### src/sv/lens_ray_deflect_and_bin_macros.svh
// Assertion macros shared by the lens ray deflection block and its divider.
// Each macro expects signals named clk and arst_n in the enclosing module.
`ifndef LENS_RAY_DEFLECT_AND_BIN_MACROS_SVH
`define LENS_RAY_DEFLECT_AND_BIN_MACROS_SVH

// The consequent must hold in the same cycle as the antecedent.
`define LRDB_ASSERT_NOW(label, ante, cons, msg) \
	label: assert property (@(posedge clk) disable iff (!arst_n) (ante) |-> (cons)) \
		else $error(msg);

// The consequent must hold in the cycle after the antecedent.
`define LRDB_ASSERT_NEXT(label, ante, cons, msg) \
	label: assert property (@(posedge clk) disable iff (!arst_n) (ante) |=> (cons)) \
		else $error(msg);

`endif

### src/sv/lrdb_ram.sv
module lrdb_ram #(
	parameter int WIDTH = 8,
	parameter int DEPTH = 16,
	parameter int AddrW = (DEPTH > 1) ? $clog2(DEPTH) : 1
) (
	input  logic             clk,
	input  logic             we,
	input  logic [AddrW-1:0] waddr,
	input  logic [WIDTH-1:0] wdata,
	input  logic [AddrW-1:0] raddr,
	output logic [WIDTH-1:0] rdata
);

	logic [WIDTH-1:0] mem [DEPTH];

	always_ff @(posedge clk) begin
		if (we) begin
			mem[waddr] <= wdata;
		end
		rdata <= mem[raddr];
	end

endmodule

### config.mk
export PLATFORM = sky130hd
export DESIGN_NAME = lrdb_ram
export DESIGN_NICKNAME = d
export VERILOG_FILES = /design/src/sv/lens_ray_deflect_and_bin_macros.svh /design/src/sv/lrdb_ram.sv
export SDC_FILE = /design/constraint.sdc
export NUM_CORES = 1
export LEC_CHECK = 0
export ABC_AREA = 1
export BUFFER_PORTS_ARGS = -buffer_cell sky130_fd_sc_hd__buf_2
export CAP_MARGIN = 15
export CORE_ASPECT_RATIO = 1.25
export CORE_UTILIZATION = 35
export DETAILED_ROUTE_END_ITERATION = 6
export GPL_ROUTABILITY_DRIVEN = 0
export GPL_TIMING_DRIVEN = 1
export PLACE_DENSITY_LB_ADDON = 0.2
export SYNTH_ARGS = -nofsm -noshare
export SYNTH_HDL_FRONTEND = slang
export SYNTH_SLANG_ARGS = --single-unit
### constraint.sdc
create_clock -name clk -period 2.96 [get_ports clk]
set_input_delay 0.592 -clock clk [delete_from_list [all_inputs] [get_ports clk]]
set_output_delay 0.592 -clock clk [all_outputs]
set_load 0.005 [all_outputs]
==> results.txt <==
Reg2Reg Setup Slack = 1820 ps
Starting Density = 35.7%
Mux cell area share after synthesis = 0%
CP Class = in -> reg
Compound-cell area share of the yosys netlist = 0%
CTS Root Cell = clkbuf_16
Fillers = 1623
Main combinational cell family by area after synthesis = simple AND/OR/NAND/NOR gates
Row cnt = 52
Final Cycle Share = 55.7%
Chip height = 146 um
Post-Synth Simple-Gate Area = 21.0%
Buffers & Inverters on Critical Path = 1
Overflow after GRT = 0
Hold EP = rdata[0]
Pwr per Cell Area = 657 nW/um^2
Worst R2R Start = mem[9][5]
Clk Latency, worst-skew pair = 410 ps
Sinks on the clock net = 136
Critical Path Sink Type = flip-flop
Final ANT Viol Nets = 0
Syn Nets = 569
Largest net degree at the start of global routing = 63
DIE AREA = 17000 sq um
Area post-placement = 6070 sq um
Worst-margin pin slew = 867 ps
Width of the die = 117 um
I/O Buffers = 25
Crit start category = input port
TritonCTS clock tree = done
Hold Fails Final Rpt = 0
YS warnings = 0
CP arrival = 1680 ps
Layout cell share with drive strength beyond 1 = 10.8%
Final HPWL DP = 8.81 mm
Placeable Area = 16100 sq um
Layout Area Growth over Synthesis = 14.6%
Skew final = 5.51 ps
Average size of a mapped cell = 10.5 sq um
Slowest stage delay, CP = 710 ps
R2R Path End = rdata[5]
Slew headroom = 42.0%
Worst hold path type = in -> reg
DRC = 0
Routed WL per cell = 17.2 um
Initial DRT Pass Iterations = 5
Tmin final = 1650 ps
Final wirelength = 13.9 mm
Final setup fails = 0
Crit path max fanout = 8
Post-layout instance area = 6610 sq um
Max cap viols = 0
N_diodes = 0
Global-route wire length before repair = 21.4 mm
Final Power = 0.00434 W
Setup bufs post-CTS = 0
Worst-path clk slew = 60 ps
Via-to-Cell Ratio = 4.60
# IOs = 26
Fin Hold WS = 569 ps
TNS Setup = 0 ps
Slew Limit Fails = 0
Max Clk Rate = 607 MHz
Area of the multi-input gates = 1210 sq um
Mapped Area = 5770 sq um
Status = finished clean
Pre-CTS setup slack = 875 ps
Yosys reg bits = 136
Total GRT Usage = 17.9%
CP cell instances = buf_2 -> nand3b_1 -> nor2_1
Largest buffer count on any clock path = 2
RSZ-0062 raised after global routing = false
CP delay by family, top = simple AND/OR/NAND/NOR gates
Vias after detailed routing = 3716
Worst hold stages = 3
Lkg Pwr = 2.81 nW
Synth Area in XOR/XNOR = 0%
Vias in the first global route = 3595
CP max stage cell = nor2_1
Reg2Reg Depth = 6
CTS H-tree depth = 4
TritonCTS buffer count = 17
Post-Syn Instances = 551
Hold_buf cts = 0
CTS resizes = 0
Adder-cell share of the synthesized area = 0%
DR iter-0 viols = 210
Post-synth cell types = 12
Setup ws final = 1310 ps
CP required = 2990 ps
Hold path startpoint = raddr[3]
Initial antenna violation count = 0
Worst VDD drop = 0.363 mV
FF+latch area = 4000 sq um
Final net count = 597
Register area share after synthesis = 69.4%
cells by family after synthesis:
logic type,after synthesis
buf+inv,126
flops,136
simple gates,289
registers in the layout (all words and copies together) (netlist names):
register / cells
mem: 128
rdata: 8
Yosys cell counts, drive strengths merged:
cell | n | area, sq um
inv | 102 | 383
edfxtp | 128 | 3840
nand2 | 173 | 649
nand3b | 2 | 15.0
buf | 24 | 166
nor2 | 17 | 63.8
nand3 | 97 | 485
dfxtp | 8 | 160
layout make-up:
| class | instances | area share [%] |
|---|---|---|
| Sequential cell | 136 | 60.6 |
| Multi-Input combinational cell | 289 | 18.4 |
| Clock buffer | 17 | 6.44 |
| Inverter | 102 | 5.80 |
| Tap cell | 216 | 4.09 |
| Timing Repair Buffer | 33 | 2.99 |
| Clock inverter | 15 | 1.70 |
per-stage QoR:
| step | std cells | util [%] |
|---|---|---|
| 2_1_floorplan | 551 | - |
| 3_3_place_gp | 776 | 37.6 |
| 3_5_place_dp | 776 | 37.6 |
| 4_1_cts | 808 | 40.9 |
| 5_1_grt | 808 | 40.9 |
| 6_report | 808 | 40.9 |
layout by cell type, fill, tap and decap left out, drive strengths merged:
master    instances
clkbuf           17
dfxtp             8
buf              33
inv             102
nand2           173
nor2             17
bufinv            1
clkinvlp          5
edfxtp          128
nand3            97
clkinv            9
nand3b            2
worst min-delay path, stage by stage:
cell and delay, ps:
buf_2 180, nand3_1 110, nand2_1 50
where the power goes:
group | total [W] | internal (W) | switching, W | leakage [nW]
clock network | 0.00191 | 0.00113 | 0.000778 | 0.253
logic | 0.000260 | 0.0000721 | 0.000188 | 1.34
registers | 0.00217 | 0.00215 | 0.0000156 | 1.22
total | 0.00434 | 0.00336 | 0.000982 | 2.81
metal layers:
layer	global-route usage, %	vias up	part of all wire (%)
met5	0	-	0
met4	7.97	0	2.4
met3	3.12	18	3.7
met2	29.9	87	52
met1	22.3	1784	42
li1	-	1827	-
worst max-delay path by stage:
stage                   from          to  slack, ps  cells past startpoint
floorplan           waddr[2]  mem[10][0]       1420                      2
global placement    raddr[0]    rdata[7]        890                      8
detailed placement  raddr[0]    rdata[0]        870                      8
CTS                 raddr[0]    rdata[0]       1320                      8
global route        raddr[0]    rdata[0]       1200                      8
finish              waddr[2]  mem[11][3]       1310                      3
No activity file was read; power rests on OpenSTA's default activity.
