`config.mk`:
```
export PLATFORM = sky130hd
export DESIGN_NAME = lrdb_div
export DESIGN_NICKNAME = d
export VERILOG_FILES = /design/src/sv/lrdb_pkg.sv /design/src/sv/lrdb_div.sv
export VERILOG_INCLUDE_DIRS = /design/src /design/src/sv
export SDC_FILE = /design/constraint.sdc
export NUM_CORES = 1
export LEC_CHECK = 0
export BUFFER_PORTS_ARGS = -buffer_cell sky130_fd_sc_hd__buf_4
export CAP_MARGIN = 10
export CORE_MARGIN = 3
export CORE_UTILIZATION = 45
export CTS_BUF_LIST = sky130_fd_sc_hd__clkbuf_8
export CTS_CLUSTER_SIZE = 30
export DETAILED_ROUTE_END_ITERATION = 8
export GPL_TIMING_DRIVEN = 0
export SYNTH_ARGS = -nofsm -noshare
export SYNTH_HDL_FRONTEND = slang
export SYNTH_SLANG_ARGS = --single-unit
```
`constraint.sdc`:
```
create_clock -name clk -period 6.34 [get_ports clk]
set_input_delay 0.951 -clock clk [delete_from_list [all_inputs] [get_ports clk]]
set_output_delay 0.951 -clock clk [all_outputs]
set_load 0.02 [all_outputs]
```
`src/sv/lens_ray_deflect_and_bin_macros.svh`:
```
// Assertion macros shared by the lens ray deflection block and its divider.
// Each macro expects signals named clk and arst_n in the enclosing module.
`ifndef LENS_RAY_DEFLECT_AND_BIN_MACROS_SVH
`define LENS_RAY_DEFLECT_AND_BIN_MACROS_SVH

// The consequent must hold in the same cycle as the antecedent.
`define LRDB_ASSERT_NOW(label, ante, cons, msg) \
	label: assert property (@(posedge clk) disable iff (!arst_n) (ante) |-> (cons)) \
		else $error(msg);

// The consequent must hold in the cycle after the antecedent.
`define LRDB_ASSERT_NEXT(label, ante, cons, msg) \
	label: assert property (@(posedge clk) disable iff (!arst_n) (ante) |=> (cons)) \
		else $error(msg);

`endif

```
`src/sv/lrdb_pkg.sv`:
```
package lrdb_pkg;

	localparam int MAX_LENSES_DEF = 1024;
	localparam int MAP_SIDE_DEF   = 512;

	// Divider geometry: numerator is mass*|d| shifted up by 16 bits, the
	// denominator is a sum of two squares, the quotient is capped at 2^40.
	localparam int NUM_W      = 80;
	localparam int DEN_W      = 65;
	localparam int QUO_STEPS  = 40;
	localparam int QUO_W      = QUO_STEPS + 1;
	localparam int MUL_W      = 34;
	localparam int ACC_W      = 64;
	localparam int ENTRY_W    = 95;

	localparam logic OP_LOAD = 1'b0;
	localparam logic OP_RAY  = 1'b1;

	localparam logic [1:0] CFG_SHEAR       = 2'd0;
	localparam logic [1:0] CFG_CONVERGENCE = 2'd1;
	localparam logic [1:0] CFG_SOURCE_W    = 2'd2;
	localparam logic [1:0] CFG_LENS_COUNT  = 2'd3;

	typedef struct packed {
		logic               op;
		logic [9:0]         lens_slot;
		logic signed [31:0] pos_x;
		logic signed [31:0] pos_y;
		logic [30:0]        lens_weight;
	} lrdb_in_t;

	typedef struct packed {
		logic signed [31:0] bent_x;
		logic signed [31:0] bent_y;
		logic               in_source;
		logic [8:0]         pixel_col;
		logic [8:0]         pixel_row;
		logic               lens_hit;
	} lrdb_out_t;

	typedef enum logic [4:0] {
		S_IDLE,
		S_AX1,
		S_AX2,
		S_AY1,
		S_AY2,
		S_AY3,
		S_LRD,
		S_LD1,
		S_LD2,
		S_LD3,
		S_LD4,
		S_LD5,
		S_LD6,
		S_LDIV,
		S_CLAMP,
		S_BCHK,
		S_BIN1,
		S_BIN2,
		S_BDIV,
		S_DONE
	} lrdb_state_t;

endpackage

```
`src/sv/lrdb_div.sv`:
```
`include "lens_ray_deflect_and_bin_macros.svh"

module lrdb_div import lrdb_pkg::*; (
	input  logic             clk,
	input  logic             arst_n,
	input  logic             start,
	input  logic [NUM_W-1:0] num_a,
	input  logic [NUM_W-1:0] num_b,
	input  logic [DEN_W-1:0] den,
	output logic             done,
	output logic [QUO_W-1:0] quo_a,
	output logic [QUO_W-1:0] quo_b
);

	localparam int StepW = $clog2(QUO_STEPS);
	localparam logic [StepW-1:0] LastStep = StepW'(QUO_STEPS - 1);
	localparam int TopW = NUM_W - QUO_STEPS;

	logic             busy_q;
	logic             done_q;
	logic [StepW-1:0] cnt_q;
	logic [DEN_W-1:0] den_q;
	logic [NUM_W-1:0] num_in [2];
	logic [QUO_W-1:0] quo [2];

	assign num_in[0] = num_a;
	assign num_in[1] = num_b;

	always_ff @(posedge clk or negedge arst_n) begin
		if (!arst_n) begin
			busy_q <= 1'b0;
			done_q <= 1'b0;
			cnt_q  <= '0;
		end else begin
			done_q <= 1'b0;
			if (start) begin
				busy_q <= 1'b1;
				cnt_q  <= '0;
			end else if (busy_q) begin
				cnt_q <= cnt_q + StepW'(1);
				if (cnt_q == LastStep) begin
					busy_q <= 1'b0;
					done_q <= 1'b1;
				end
			end
		end
	end

	always_ff @(posedge clk) begin
		if (start) begin
			den_q <= den;
		end
	end

	// Two lanes share one denominator. A quotient that would reach 2^40 is
	// caught up front by comparing the top numerator bits with the divisor.
	for (genvar l = 0; l < 2; l++) begin : g_lane
		logic [DEN_W-1:0]     rem_q;
		logic [QUO_STEPS-1:0] bits_q;
		logic [QUO_STEPS-1:0] quo_q;
		logic                 cap_q;
		logic [TopW-1:0]      top;
		logic [DEN_W:0]       trial;
		logic [DEN_W:0]       diff;

		assign top   = num_in[l][NUM_W-1:QUO_STEPS];
		assign trial = {rem_q, bits_q[QUO_STEPS-1]};
		assign diff  = trial - {1'b0, den_q};

		always_ff @(posedge clk) begin
			if (start) begin
				cap_q  <= (DEN_W'(top) >= den);
				rem_q  <= DEN_W'(top);
				bits_q <= num_in[l][QUO_STEPS-1:0];
				quo_q  <= '0;
			end else if (busy_q) begin
				if (!diff[DEN_W]) begin
					rem_q <= diff[DEN_W-1:0];
				end else begin
					rem_q <= trial[DEN_W-1:0];
				end
				bits_q <= {bits_q[QUO_STEPS-2:0], 1'b0};
				quo_q  <= {quo_q[QUO_STEPS-2:0], ~diff[DEN_W]};
			end
		end

		assign quo[l] = cap_q ? {1'b1, {QUO_STEPS{1'b0}}} : {1'b0, quo_q};
	end

	assign done  = done_q;
	assign quo_a = quo[0];
	assign quo_b = quo[1];

	`LRDB_ASSERT_NOW(a_div_no_restart, start, !busy_q, "divider started while busy")
	`LRDB_ASSERT_NEXT(a_div_done_after_last, busy_q && cnt_q == LastStep, done_q, "divider missed done")
	`LRDB_ASSERT_NEXT(a_div_done_pulse, done_q, !done_q, "divider done held too long")

endmodule
```
==> out/qor.csv <==
metric,value,unit
ant_nets,0,
hpwlAfterDp,66.0,mm
io_buffers,310,
io_pins,311,
maxCapViolCount,0,
critPathMaxFanout,5,
hold_violations,0,
cts_buffer_depth,3,
antenna_found_initial,3,
reg2reg_from,g_lane[1].bits_q[39],
fin_ws,0.984,ns
hold_path_class,in2async,
grt_pass1_wl,127,mm
critPathRequiredTime,6.89,ns
crit_path_cell_trace,inv_1 -> ha_1 -> inv_1 -> fa_1 -> a21o_1 -> a221oi_1 -> o21ai_0 -> a211oi_1 -> o22ai_1 -> o21ai_1 -> o31ai_1 -> a21oi_1 -> xnor2_1 -> nand2_1 -> a311oi_1,
cts.sinks,365,
rr_worst_depth,15,
cts-root-buf,clkbuf_8,
period_share,84.5,%
die_x,243,um
wirelength,84.1,mm
postCtsResizedCells,0,
crit_path_end_kind,flop,
grt_usage,27.7,%
syn_nets,3154,
synth_edf_count,227,
fmax,187,MHz
worst_pin_slew,1.11,ns
synth_flop_cell,edfxtp_1,
overflow,0,
synth_cell_type_count,76,
ir_drop,0.170,mV
leakage,0.0136,uW
grt_pass1_vias,21900,
critPathKind,reg2reg,
cts_made_buffers,71,
grt_max_degree,101,
die_height,243,um
finClkSkew,0.0653,ns
p_per_area,273,nW/um^2
nets,3538,
drt_first_pass_iters,5,
cts_tree,yes,
routabilityCongestion,0.965,
syn_area,25200,sq um
ys_seq_area_share,38.2,%
grt_setup_unrepaired,no,
cp-start-kind,flop,
dp_slack,0.444,ns
cpMostUsedCell,inv_1,
vias,22200,
drc,0,
cpMaxStageDelayCell,a221oi_1,
postCtsSetupBuffers,0,
synth.avg_cell_area,9.29,sq um
place_area,28500,sq um
vias_per_cell,5.69,
die-area,58900,sq um
syn_to_final_growth,18.6,%
r2r_slack,0.98,ns
slowest_delay,0.89,ns
clk_latency,0.67,ns
row_count,86,
wire_per_inst,21.6,um
ys_seq_elements,365,
rr_endpoint,g_lane[1].rem_q[58],
final_layout_size_suffix_gt1_share,17.0,%
ys_warn_count,0,
slew_headroom,25.5,%
cp.arrival,5.90,ns
start_util,45.6,%
status,"finished, final reports clean",
hold_buffers,0,
finalSetupViolCount,0,
cts_htree_levels,3,
async_flop_share,2.19,%
design_area,29900,sq um
synthCells,2713,
clkTransAtPathRegs,0.06,ns
core,55200,sq um
slew_violations,0,
period_minus_slack,5.36,ns
drtIter0Drc,1643,
-- state kept, by name, indices dropped and copies added (netlist names) --
name,flops
g_lane.cap_q,2
busy_q,1
cnt_q,6
g_lane.quo_q,80
g_lane.rem_q,130
g_lane.bits_q,80
den_q,65
done,1
-- metrics by stage --
step                std cells  TNS (ns)  utilization, %  hold slack (ns)  power [uW]
CTS                      3899         0            54.1           0.0628        8160
floorplan                2713         0               -            0.431        4910
global placement         3771   -551.36            51.6            0.461        5730
finish                   3901         0            54.1            0.116        8140
detailed placement       3772         0            51.6            0.463        5770
global route             3901         0            54.1           0.0608        8620
-- area by class of cell --
class | instances | area (sq um)
antenna | 2 | 5.00
buffer | 148 | 631
clock buffer | 77 | 1060
clock inverter | 50 | 314
fill | 5254 | 25300
inverter | 146 | 556
multi-input combinational | 2054 | 14400
sequential | 365 | 9620
tap | 748 | 936
timing repair buffer | 311 | 2350
-- where the power goes --
part | internal [uW] | switching (uW)
Combinational | 1120 | 1740
Sequential | 2790 | 133
Clock | 1250 | 1110
-- synthesized netlist by cell type, types with 32 or more instances --
cell	number	area share, %
nand2_1	244	3.6
edfxtp_1	227	27
nor2_1	212	3.2
ha_1	211	10
a21oi_1	192	3.8
mux2i_1	160	6.4
o21ai_0	148	2.9
inv_1	145	2.2
dfxtp_1	130	10
clkbuf_1	122	1.8
a21o_1	109	3.2
nor2b_1	99	2.5
mux2_2	80	3.6
xnor2_1	76	2.6
nand4_1	65	1.6
xor2_1	48	1.7
nand3_1	37	0.74
o21ai_1	32	0.64
-- cells in the final DEF (no fill, tap or decap), types with 10 or more instances in the layout --
cell / n
inv_1: 166
o21ai_1: 32
mux2_2: 80
a211o_1: 10
clkinv_2: 15
nor3_1: 30
o21bai_1: 20
nor2_1: 212
mux2i_1: 160
nand3_1: 37
xnor2_1: 76
clkbuf_1: 122
nand2b_1: 17
buf_4: 316
o31ai_1: 11
nand2_1: 244
o21a_1: 18
or3_1: 10
a21o_1: 109
ha_1: 211
and3_1: 22
xor2_1: 48
edfxtp_1: 227
dfxtp_1: 130
o21ai_0: 148
clkbuf_8: 77
a311oi_1: 21
nor4_1: 19
buf_2: 12
nor2b_1: 99
nand4_1: 65
a21oi_1: 192
a31oi_1: 18
a211oi_1: 26
-- kinds of logic after synthesis --
kind of cell    after synthesis  synth area share, %
compound gates              680                 17.1
fa+ha+maj                   213                 10.6
flops                       365                 38.2
mux                         240                 9.93
buf+inv                     294                 4.68
simple gates                797                 15.1
xor+xnor                    124                 4.31
-- worst max-delay path by stage --
stage	slack, ns	end	depth (start not counted)	startpoint
global route	0.92	g_lane[1].rem_q[58]	15	g_lane[1].bits_q[39]
floorplan	0.80	g_lane[0].bits_q[0]	6	start
finish	0.98	g_lane[1].rem_q[58]	15	g_lane[1].bits_q[39]
global placement	-3.46	g_lane[1].rem_q[12]	7	start
CTS	1.16	g_lane[0].bits_q[30]	8	start
detailed placement	0.44	g_lane[1].rem_q[13]	8	start
-- layer usage --
| metal | wire length [um] | track usage (%) |
|---|---|---|
| met1 | 36600 | 36.8 |
| met2 | 38600 | 44.8 |
| met3 | 5790 | 5.81 |
| met4 | 3080 | 9.77 |
| met5 | 13 | 0 |
-- critical path: cells and delay by family, from the launching register on --
| kind | cells | cell delay, ns |
|---|---|---|
| AND/OR/NAND/NOR | 1 | 0.08 |
| flip-flops | 1 | 0.47 |
| buffers and inverters | 2 | 0.17 |
| adder cells (fa/ha/maj) | 2 | 0.56 |
| AO/OA/AOI/OAI | 9 | 3.81 |
| XOR/XNOR | 1 | 0.17 |
No activity file was read; power rests on OpenSTA's default activity.
